$ cat config.mk
export PLATFORM = sky130hd
export DESIGN_NAME = adc_read_frame_crc_capture
export DESIGN_NICKNAME = d
export VERILOG_FILES = /design/src/rtl/adcfrm_pkg.sv /design/src/rtl/adcfrm_table.sv /design/src/rtl/adc_read_frame_crc_capture.sv
export SDC_FILE = /design/constraint.sdc
export NUM_CORES = 1
export LEC_CHECK = 0
export BUFFER_PORTS_ARGS = -buffer_cell sky130_fd_sc_hd__buf_2
export CORE_ASPECT_RATIO = 1.2
export CORE_MARGIN = 4
export CORE_UTILIZATION = 40
export CTS_CLUSTER_DIAMETER = 50
export CTS_CLUSTER_SIZE = 28
export DETAILED_ROUTE_END_ITERATION = 8
export HOLD_SLACK_MARGIN = 0.03
export PLACE_DENSITY = 0.55
export SYNTH_ARGS = -nofsm -noshare
export SYNTH_HDL_FRONTEND = slang
export SYNTH_HIERARCHICAL = 1
export SYNTH_SLANG_ARGS = --single-unit
$ cat constraint.sdc
create_clock -name aclk -period 10.7 [get_ports aclk]
set_input_delay 1.605 -clock aclk [delete_from_list [all_inputs] [get_ports aclk]]
set_output_delay 1.605 -clock aclk [all_outputs]
set_load 0.03 [all_outputs]
$ cat src/rtl/adcfrm_pkg.sv
// ----------------------------------------------------------------------------
// adcfrm_pkg
// Shared types, constants and the CRC-8 byte update for the ADC frame checker.
// ----------------------------------------------------------------------------
`default_nettype none

package adcfrm_pkg;

    localparam int DATA_BYTES = 4;
    localparam int CHANNELS   = 16;
    localparam int CH_W       = $clog2(CHANNELS);
    localparam int SAMPLE_W   = 24;
    localparam int POS_W      = 3;

    // Frame position of the next expected byte.
    localparam logic [POS_W-1:0] POS_IDLE   = 3'd0;
    localparam logic [POS_W-1:0] POS_FIRST  = 3'd1;
    localparam logic [POS_W-1:0] POS_STATUS = POS_W'(DATA_BYTES);
    localparam logic [POS_W-1:0] POS_CRC    = POS_W'(DATA_BYTES + 1);

    localparam logic [7:0] STATUS_REJECT_MASK = 8'hB0;
    localparam logic [7:0] CRC_TOP_BIT        = 8'h80;

    // Configuration register indexes.
    localparam int CFG_INDEX_W = 2;
    localparam logic [CFG_INDEX_W-1:0] CFG_COMMAND_BYTE   = 2'd0;
    localparam logic [CFG_INDEX_W-1:0] CFG_CRC_POLYNOMIAL = 2'd1;

    localparam logic [7:0] COMMAND_BYTE_RESET   = 8'h44;
    localparam logic [7:0] CRC_POLYNOMIAL_RESET = 8'h07;

    typedef struct packed {
        logic                en;
        logic [CH_W-1:0]     addr;
        logic [SAMPLE_W-1:0] data;
    } tbl_wr_t;

    // MSB-first CRC-8 update over one byte.
    function automatic logic [7:0] crc8_feed(input logic [7:0] crc_in,
                                             input logic [7:0] data_in,
                                             input logic [7:0] poly);
        logic [7:0] crc;
        logic       fb;
        crc = crc_in;
        for (int i = 7; i >= 0; i--) begin
            fb  = ((crc & CRC_TOP_BIT) != 8'h00) ^ data_in[i];
            crc = {crc[6:0], 1'b0};
            if (fb) begin
                crc = crc ^ poly;
            end
        end
        return crc;
    endfunction

endpackage

`default_nettype wire

$ cat src/rtl/adcfrm_table.sv
// ----------------------------------------------------------------------------
// adcfrm_table
// Per-channel sample table, cleared at reset, one write and one read port.
// ----------------------------------------------------------------------------
`default_nettype none

module adcfrm_table
    import adcfrm_pkg::*;
(
    input  wire logic                aclk,
    input  wire logic                aresetn,
    input  wire tbl_wr_t             wr,
    input  wire logic [CH_W-1:0]     rd_addr,
    output logic      [SAMPLE_W-1:0] rd_data
);

    logic [SAMPLE_W-1:0] entry_reg [CHANNELS];

    always_ff @(posedge aclk) begin
        if (!aresetn) begin
            for (int i = 0; i < CHANNELS; i++) begin
                entry_reg[i] <= '0;
            end
        end else if (wr.en) begin
            entry_reg[wr.addr] <= wr.data;
        end
    end

    assign rd_data = entry_reg[rd_addr];

endmodule

`default_nettype wire

$ cat src/rtl/adc_read_frame_crc_capture.sv
// ----------------------------------------------------------------------------
// adc_read_frame_crc_capture
// CRC-8 check and per-channel capture of 24-bit ADC data-register read frames.
// ----------------------------------------------------------------------------
// The block takes one request per clock while the result register can take a
// result or the request produces none: each received frame byte or table
// read passes an input register and then a single stage that updates the
// frame state, runs the byte-wide CRC-8 (eight bit steps unrolled) and loads
// the result register, which drives the output; a stalled receiver holds a
// result-producing request in the input register. Only the CRC byte of a
// frame and read requests produce a result. The channel table is cleared by
// reset directly and needs no clearing pass.
`default_nettype none

module adc_read_frame_crc_capture
    import adcfrm_pkg::*;
(
    input  wire logic                   aclk,
    input  wire logic                   aresetn,

    input  wire logic                   s_tvalid,
    output logic                        s_tready,
    input  wire logic [15:0]            s_tdata,   // frame_byte[7:0], read_channel[11:8]
    input  wire logic [1:0]             s_tuser,   // command[0], frame_first[1]

    output logic                        m_tvalid,
    input  wire logic                   m_tready,
    output logic      [31:0]            m_tdata,   // sample_value[23:0], channel[27:24],
                                                   // crc_ok[28], stored[29]
    output logic      [0:0]             m_tuser,   // is_read_reply[0]

    input  wire logic                   cfg_valid,
    output logic                        cfg_ready,
    input  wire logic [CFG_INDEX_W-1:0] cfg_index,
    input  wire logic [7:0]             cfg_data
);

    // Configuration.
    logic [7:0] command_byte_reg;
    logic [7:0] crc_poly_reg;

    assign cfg_ready = 1'b1;

    always_ff @(posedge aclk) begin
        if (!aresetn) begin
            command_byte_reg <= COMMAND_BYTE_RESET;
            crc_poly_reg     <= CRC_POLYNOMIAL_RESET;
        end else if (cfg_valid) begin
            case (cfg_index)
                CFG_COMMAND_BYTE:   command_byte_reg <= cfg_data;
                CFG_CRC_POLYNOMIAL: crc_poly_reg     <= cfg_data;
                default: ;
            endcase
        end
    end

    // Input register.
    logic            in_valid_reg;
    logic            in_cmd_reg;
    logic            in_first_reg;
    logic [7:0]      in_byte_reg;
    logic [CH_W-1:0] in_ch_reg;

    // Frame state.
    logic [POS_W-1:0]    pos_reg, pos_next;
    logic [7:0]          crc_reg, crc_next;
    logic [SAMPLE_W-1:0] data_reg, data_next;
    logic [7:0]          status_reg, status_next;

    // Result register.
    logic        out_valid_reg;
    logic [31:0] out_data_reg, out_data_next;
    logic        out_reply_reg;

    logic                produces;
    logic                out_free;
    logic                advance;
    logic                out_load;
    logic                crc_ok;
    logic                keep;
    logic [7:0]          crc_fed;
    logic [SAMPLE_W-1:0] rd_data;
    tbl_wr_t             tbl_wr;

    assign out_free = !out_valid_reg || m_tready;
    assign produces = in_cmd_reg || (!in_first_reg && pos_reg == POS_CRC);
    assign advance  = in_valid_reg && (!produces || out_free);
    assign out_load = advance && produces;
    assign s_tready = !in_valid_reg || advance;

    always_ff @(posedge aclk) begin
        if (!aresetn) begin
            in_valid_reg <= 1'b0;
        end else if (s_tready) begin
            in_valid_reg <= s_tvalid;
        end
    end

    always_ff @(posedge aclk) begin
        if (s_tready && s_tvalid) begin
            in_cmd_reg   <= s_tuser[0];
            in_first_reg <= s_tuser[1];
            in_byte_reg  <= s_tdata[7:0];
            in_ch_reg    <= s_tdata[11:8];
        end
    end

    // Feed the command byte on the echo position, the received byte otherwise.
    assign crc_fed = in_first_reg ? crc8_feed(8'h00, command_byte_reg, crc_poly_reg)
                                  : crc8_feed(crc_reg, in_byte_reg, crc_poly_reg);

    assign crc_ok = (crc_fed == 8'h00);
    assign keep   = crc_ok && ((status_reg & STATUS_REJECT_MASK) == 8'h00);

    always_comb begin
        pos_next    = pos_reg;
        crc_next    = crc_reg;
        data_next   = data_reg;
        status_next = status_reg;
        tbl_wr.en   = 1'b0;
        tbl_wr.addr = status_reg[CH_W-1:0];
        tbl_wr.data = data_reg;
        if (advance && !in_cmd_reg) begin
            if (in_first_reg) begin
                crc_next    = crc_fed;
                data_next   = '0;
                status_next = '0;
                pos_next    = POS_FIRST;
            end else if (pos_reg >= POS_FIRST && pos_reg <= POS_CRC) begin
                crc_next = crc_fed;
                if (pos_reg < POS_STATUS) begin
                    data_next = {data_reg[SAMPLE_W-9:0], in_byte_reg};
                    pos_next  = pos_reg + 3'd1;
                end else if (pos_reg == POS_STATUS) begin
                    status_next = in_byte_reg;
                    pos_next    = pos_reg + 3'd1;
                end else begin
                    tbl_wr.en = keep;
                    pos_next  = POS_IDLE;
                end
            end
        end
    end

    always_ff @(posedge aclk) begin
        if (!aresetn) begin
            pos_reg <= POS_IDLE;
        end else begin
            pos_reg <= pos_next;
        end
    end

    always_ff @(posedge aclk) begin
        crc_reg    <= crc_next;
        data_reg   <= data_next;
        status_reg <= status_next;
    end

    adcfrm_table u_table (
        .aclk    (aclk),
        .aresetn (aresetn),
        .wr      (tbl_wr),
        .rd_addr (in_ch_reg),
        .rd_data (rd_data)
    );

    always_comb begin
        if (in_cmd_reg) begin
            out_data_next = {2'b00, 1'b0, 1'b0, in_ch_reg, rd_data};
        end else begin
            out_data_next = {2'b00, keep, crc_ok, status_reg[CH_W-1:0], data_reg};
        end
    end

    always_ff @(posedge aclk) begin
        if (!aresetn) begin
            out_valid_reg <= 1'b0;
        end else if (out_load) begin
            out_valid_reg <= 1'b1;
        end else if (m_tready) begin
            out_valid_reg <= 1'b0;
        end
    end

    always_ff @(posedge aclk) begin
        if (out_load) begin
            out_data_reg  <= out_data_next;
            out_reply_reg <= in_cmd_reg;
        end
    end

    assign m_tvalid   = out_valid_reg;
    assign m_tdata    = out_data_reg;
    assign m_tuser[0] = out_reply_reg;

    // The frame position never leaves the range of a six-byte frame.
    assert property (@(posedge aclk) disable iff (!aresetn) pos_reg <= POS_CRC)
        else $error("frame position out of range");

    // The table is only written together with an end-of-frame result.
    assert property (@(posedge aclk) disable iff (!aresetn)
        tbl_wr.en |-> (out_load && !in_cmd_reg))
        else $error("table write without a frame result");

    // A stored sample always passed the CRC.
    assert property (@(posedge aclk) disable iff (!aresetn)
        (out_valid_reg && out_data_reg[29]) |-> out_data_reg[28])
        else $error("stored sample without CRC pass");

    // Read replies never carry CRC or store flags.
    assert property (@(posedge aclk) disable iff (!aresetn)
        (out_valid_reg && out_reply_reg) |-> (out_data_reg[29:28] == 2'b00))
        else $error("read reply carries frame flags");

    // A held result is not overwritten while it waits.
    assert property (@(posedge aclk) disable iff (!aresetn)
        (out_valid_reg && !m_tready) |=> (out_valid_reg && $stable(out_data_reg)))
        else $error("pending result lost");

endmodule

`default_nettype wire

### After elaboration in Yosys (flattened, before gate mapping)

Memory sizes are Yosys's and may differ from the RTL's. A register that Yosys moved wholly into a read port is not among the register bits.
Cells that the tools add are included.

| storage, ports and cells | value |
|---|---|
| memories kept | 1 |
| bits in writable memories | 384 |
| register bits after elaboration | 108 |

| cells by class | value |
|---|---|
| order comparisons | 3 |
| add/sub/neg operators | 1 |
| reductions and logical operators | 29 |
| bitwise logic cells | 30 |
| equal/unequal tests | 4 |
| multiplexer cells | 44 |

Memories:

| memory | words | bits a word | read ports | clocked after Yosys merged registers in | wr ports | line | source |
|---|---|---|---|---|---|---|---|
| u_table.entry_reg | 16 | 24 | 1 | 1 | 16 | adcfrm_table.sv:17 | `logic [SAMPLE_W-1:0] entry_reg [CHANNELS];` |

Operators by type and width:

| cell | number |
|---|---|
| 8-bit 2-to-1 mux | 22 |
| 8-bit XOR | 15 |
| 24-bit 2-to-1 mux | 3 |
| 28-bit 2-to-1 mux | 1 |
| 24-bit OR reduction | 1 |
| 8-bit logical NOT | 2 |
| 1-bit XOR | 15 |
| 1-bit 2-to-1 mux | 12 |
| 3-bit 2-to-1 mux | 4 |
| 4-bit 2-to-1 mux | 2 |
| 2-bit nonzero test | 4 |
| 1-bit logical AND | 7 |
| 3-bit equality test (second input constant) | 2 |
| 2-bit AND reduction | 3 |
| 1-bit logical NOT | 5 |
| 1-bit logical OR | 4 |
| 4-bit AND reduction | 1 |
| 3-bit by 1-bit adder with 3-bit output (second input constant) | 1 |
| 3-bit by 1-bit >= comparator with 1-bit output (second input constant) | 1 |
| 3-bit <= comparator (second input constant) | 1 |
| 3-bit less-than comparator (second input constant) | 1 |
| 3-bit AND reduction | 1 |
| 2-bit by 1-bit equality test with 1-bit output (second input constant) | 1 |
| 2-bit logical NOT | 1 |
| 2-bit inequality test (second input constant) | 1 |

### Longest topological paths before layout

| depth | value |
|---|---|
| word-level depth | 29 |
| mapped depth | 23 |
| gate-level depth less buffers | 18 |

### Cells and area by module

The synthesis kept the hierarchy.

By module, submodules not included:

| module | times used | cells each | area each (sq um) |
|---|---|---|---|
| adcfrm_table | 1 | 1070 | 17182.7 |
| adc_read_frame_crc_capture | 1 | 814 | 7687.4 |

### Least setup slack after synthesis

OpenSTA, ideal clock, no wires.

| timing path | value |
|---|---|
| path type | flip-flop to flip-flop |
| from | register in_byte_reg[7] |
| to | memory u_table.entry_reg[5][0] (enable) |
| path buffers | 1 |
| required time | 10262 ps |
| setup time | 438 ps |
| stages on the path, launching flop included | 19 |
| arrival time | 6631 ps |
| clock period less this slack | 7069 ps |
| path slack | 3631 ps |
| path through | edfxtp_1 xnor2_2 or3_1 nand2_2 or4_1 and4b_1 o32ai_2 a31oi_2 or2_1 buf_4 mux2_4 a21oi_4 mux2i_1 o21ai_1 a2bb2oi_1 a2111o_1 nor4_2 nand4b_1 o21ai_0 |

RTL lines:

| element | line | source |
|---|---|---|
| start, declared | adc_read_frame_crc_capture.sv:61 | `logic [7:0] in_byte_reg;` |
| start signal, assigned | adc_read_frame_crc_capture.sv:103 | `in_byte_reg <= s_tdata[7:0];` |
| end, declared | adcfrm_table.sv:17 |  |

==> summary.txt <==
Outcome
  • Outcome: finished clean

Timing
  • Post-route minimum period: 8.96 ns
  • Setup violations, final: 0
  • Worst relative slew slack: 0.261
  • Final max-slew violation count: 0
  • Worst Tran Pin Value: 1.10 ns
  • Worst hold slack: 0.539 ns
  • Final critical-path share of the clock period: 0.837
  • Setup TNS: 0 ns
  • Clock skew: 0.0332 ns
  • Fin. Hold Viols: 0
  • RSZ-0062 raised after global routing: false
  • Fmax: 112 MHz

Worst setup path
  • CP most frequent cell: buf_4
  • CP max FO: 47
  • Startpoint Class: flop
  • WP depth: 19
  • FF-to-FF path depth: 19
  • Critical Path End Type: flop
  • Worst Path Buf+Inv: 3
  • CP max stage delay: 0.85 ns
  • Worst flop-to-flop path startpoint: crc_poly_reg[6]
  • Critical Path Sink: u_table/entry_reg[4][4]
  • Reg2Reg Setup Slack: 1.74 ns
  • Worst-path cell chain: buf_4 > inv_1 > o21ai_2 > and2_1 > o31ai_1 > nor4_1 > o32ai_2 > a31oi_2 > or2_1 > mux2_4 > a21oi_4 > mux2i_1 > o221ai_1 > a2111o_1 > nor4_2 > nand4b_1 > nor3_2 > nand2b_1 > buf_4
  • Worst path top cell family by delay: simple AND/OR/NAND/NOR gates
  • Setup Crit Path Kind: flop to flop
  • Slowest CP cell: nor3_2
  • Critical path launch point: crc_poly_reg[6]
  • WP data arrival: 9.21 ns
  • R2r endpoint: u_table/entry_reg[4][4]
  • Worst path required time: 10.96 ns

Die
  • Core Rows: 99
  • Die Ht: 281 um
  • Starting density of the core: 0.406
  • Die area: 66200 um^2
  • Core Region: 61200 um^2
  • I/O pin count: 69
  • Die width: 236 um

Synth
  • Mapped Avg Cell Area: 13.2 um^2
  • Distinct cells, synth: 85
  • Async SR Flop Fraction: 0
  • Post-synthesis sequential area ratio: 0.582
  • Mapped cell area: 24900 um^2
  • Synth Register Bits: 489
  • Cell taking the most area after synthesis: edfxtp_1
  • Main flop type after synthesis: edfxtp_1
  • YS warnings: 6
  • Synth top area share: 0.565
  • Area contributors post-synth: edfxtp_1, and2_1, mux4_2, xnor2_1, dfxtp_1
  • Synth Instances: 1884
  • Post-synth EDFFs: 468

Finish
  • Most frequent cells in the layout: edfxtp_1, and2_1, nand2_1
  • Final nets: 1931
  • Final-layout fill cell count: 5574
  • ANT cells: 0
  • Reg area: 14500 um^2
  • Synthesis-to-layout area growth: 11.1%
  • Area of the multi-input gates: 9740 um^2
  • Max reg flops: 384
  • Most common cell after layout, fill and taps aside: edfxtp_1
  • Finished Layout Cells: 2738
  • Fraction of layout cells with a size suffix above 1: 0.197

Power
  • Flop pwr share: 0.498
  • Sw power: 1.12 mW
  • Switching Fraction: 0.254
  • Combinational power share: 0.111
  • Clk pwr share: 0.391
  • Internal power: 3.29 mW
  • Pwr/cell area: 159 nW/um^2
  • Max VDD drop: 0.000138 V
  • Leakage power: 9.96 nW

Drt
  • ANT nets after route: 0
  • DRT Pass-1 Iters: 6
  • Drc violations: 0
  • Iteration-0 DRC count of the detailed router: 1388
  • Via count: 15.4k
  • Routed vias/inst: 5.62
  • Routed wire length: 67800 um
  • WL/cell: 24.8 um

GRT
  • First-pass GRT wire length: 102000 um
  • Initial antenna violation count: 0
  • Largest net degree at the start of global routing: 98
  • Vias in the first global route: 15.8k
  • Gr usage total: 0.202
  • Grt ovf: 0

Clock network
  • Cts hold-fix bufs: 0
  • Clk sinks: 489
  • Root Driver: clkbuf_16
  • Postcts setup bufs: 0
  • H-tree depth: 2
  • Clock tree buffer depth: 3
  • Clock-pin transition on the worst setup and hold timing paths: 0.06 ns
  • Worst skew pair latency: 0.61 ns
  • CTS tree: yes
  • Total CTS buffers: 47
  • CTS resizes: 0

Run
  • Max-cap violations: 0

Placement
  • Placed cells: 2654
  • Port Buf Inserts: 61
  • Routability congestion estimate: 0.824
  • Final HPWL DP: 41300 um

Min path
  • Worst Hold Class: flop to flop
-- routing by layer --
| metal | vias to the layer above | track usage | wire length [um] |
|---|---|---|---|
| li1 | 6976 | - | - |
| met5 | - | 0 | 0 |
| met2 | 369 | 0.380 | 36400 |
| met3 | 73 | 0.0230 | 2970 |
| met4 | 0 | 0.0422 | 1230 |
| met1 | 7968 | 0.251 | 27300 |
-- synth_stat cells (all sizes together), types with 5 or more instances --
library cell  instances
edfxtp              468
and2                393
clkbuf              109
nand2               107
mux4                 96
o21ai                63
xnor2                59
nor2                 57
a22oi                55
buf                  49
nor2b                46
a21oi                35
mux2                 32
nor3                 28
nand3                27
mux2i                22
dfxtp                21
xor2                 16
a211oi               15
nand2b               15
inv                  14
nor4                 12
a31oi                 9
and3                  8
a32oi                 7
nand3b                7
o2111ai               7
or3                   7
xnor3                 7
o211a                 6
o31ai                 6
o211ai                5
o31a                  5
or2                   5
or4                   5
-- cells by family after synthesis --
kind of cell,share of synthesized area
AOI/OAI and AO/OA,0.0710
xor gates and xnor gates,0.0369
adders and majority gates,0.00151
buffers and inverters,0.0299
DFF,0.582
muxes,0.110
other,0.000302
and+or+nand+nor,0.168
-- stage by stage --
step	utilization	setup WS, ns	cell area, um^2	total power, mW
final	0.452	1.74	27600	4.40
after global routing	0.452	1.22	27600	4.57
after CTS	0.452	1.84	27600	4.45
after detailed placement	0.426	1.86	26000	2.72
after global placement	0.426	2.03	26000	2.72
after floorplan	-	3.63	24900	2.59
-- how the worst min path moves through the flow --
stage,to,start,slack (ns),cells after the start
5_1_grt,pos_reg[1],pos_reg[1],0.58,2
4_1_cts,in_valid_reg,in_valid_reg,0.53,2
3_3_place_gp,in_valid_reg,in_valid_reg,0.50,2
6_report,in_valid_reg,in_valid_reg,0.54,2
3_5_place_dp,in_valid_reg,in_valid_reg,0.52,2
2_1_floorplan,m_tuser,in_cmd_reg,0.42,0
-- layout make-up --
class	instances	share of cell area
clock inverters	36	0.0150
inverters	16	0.00217
well taps	808	0.0366
repair buffers	119	0.0273
multi-input cells	1222	0.352
clock buffers	48	0.0427
flip-flops and latches	489	0.524
-- worst min-delay path: stages (launching register included) --
cell	delay, ns
dfxtp_1	0.33
nand2_1	0.08
a21boi_0	0.07
-- power groups by stage --
| stage | clock (mW) | sequential, mW | combinational (mW) |
|---|---|---|---|
| after CTS | 1.77 | 2.19 | 0.491 |
| after global placement | 0 | 2.23 | 0.485 |
| final | 1.72 | 2.19 | 0.489 |
| after floorplan | 0 | 2.23 | 0.360 |
| after detailed placement | 0 | 2.24 | 0.488 |
| after global routing | 1.84 | 2.20 | 0.529 |
(Power assumes the default switching activity.)
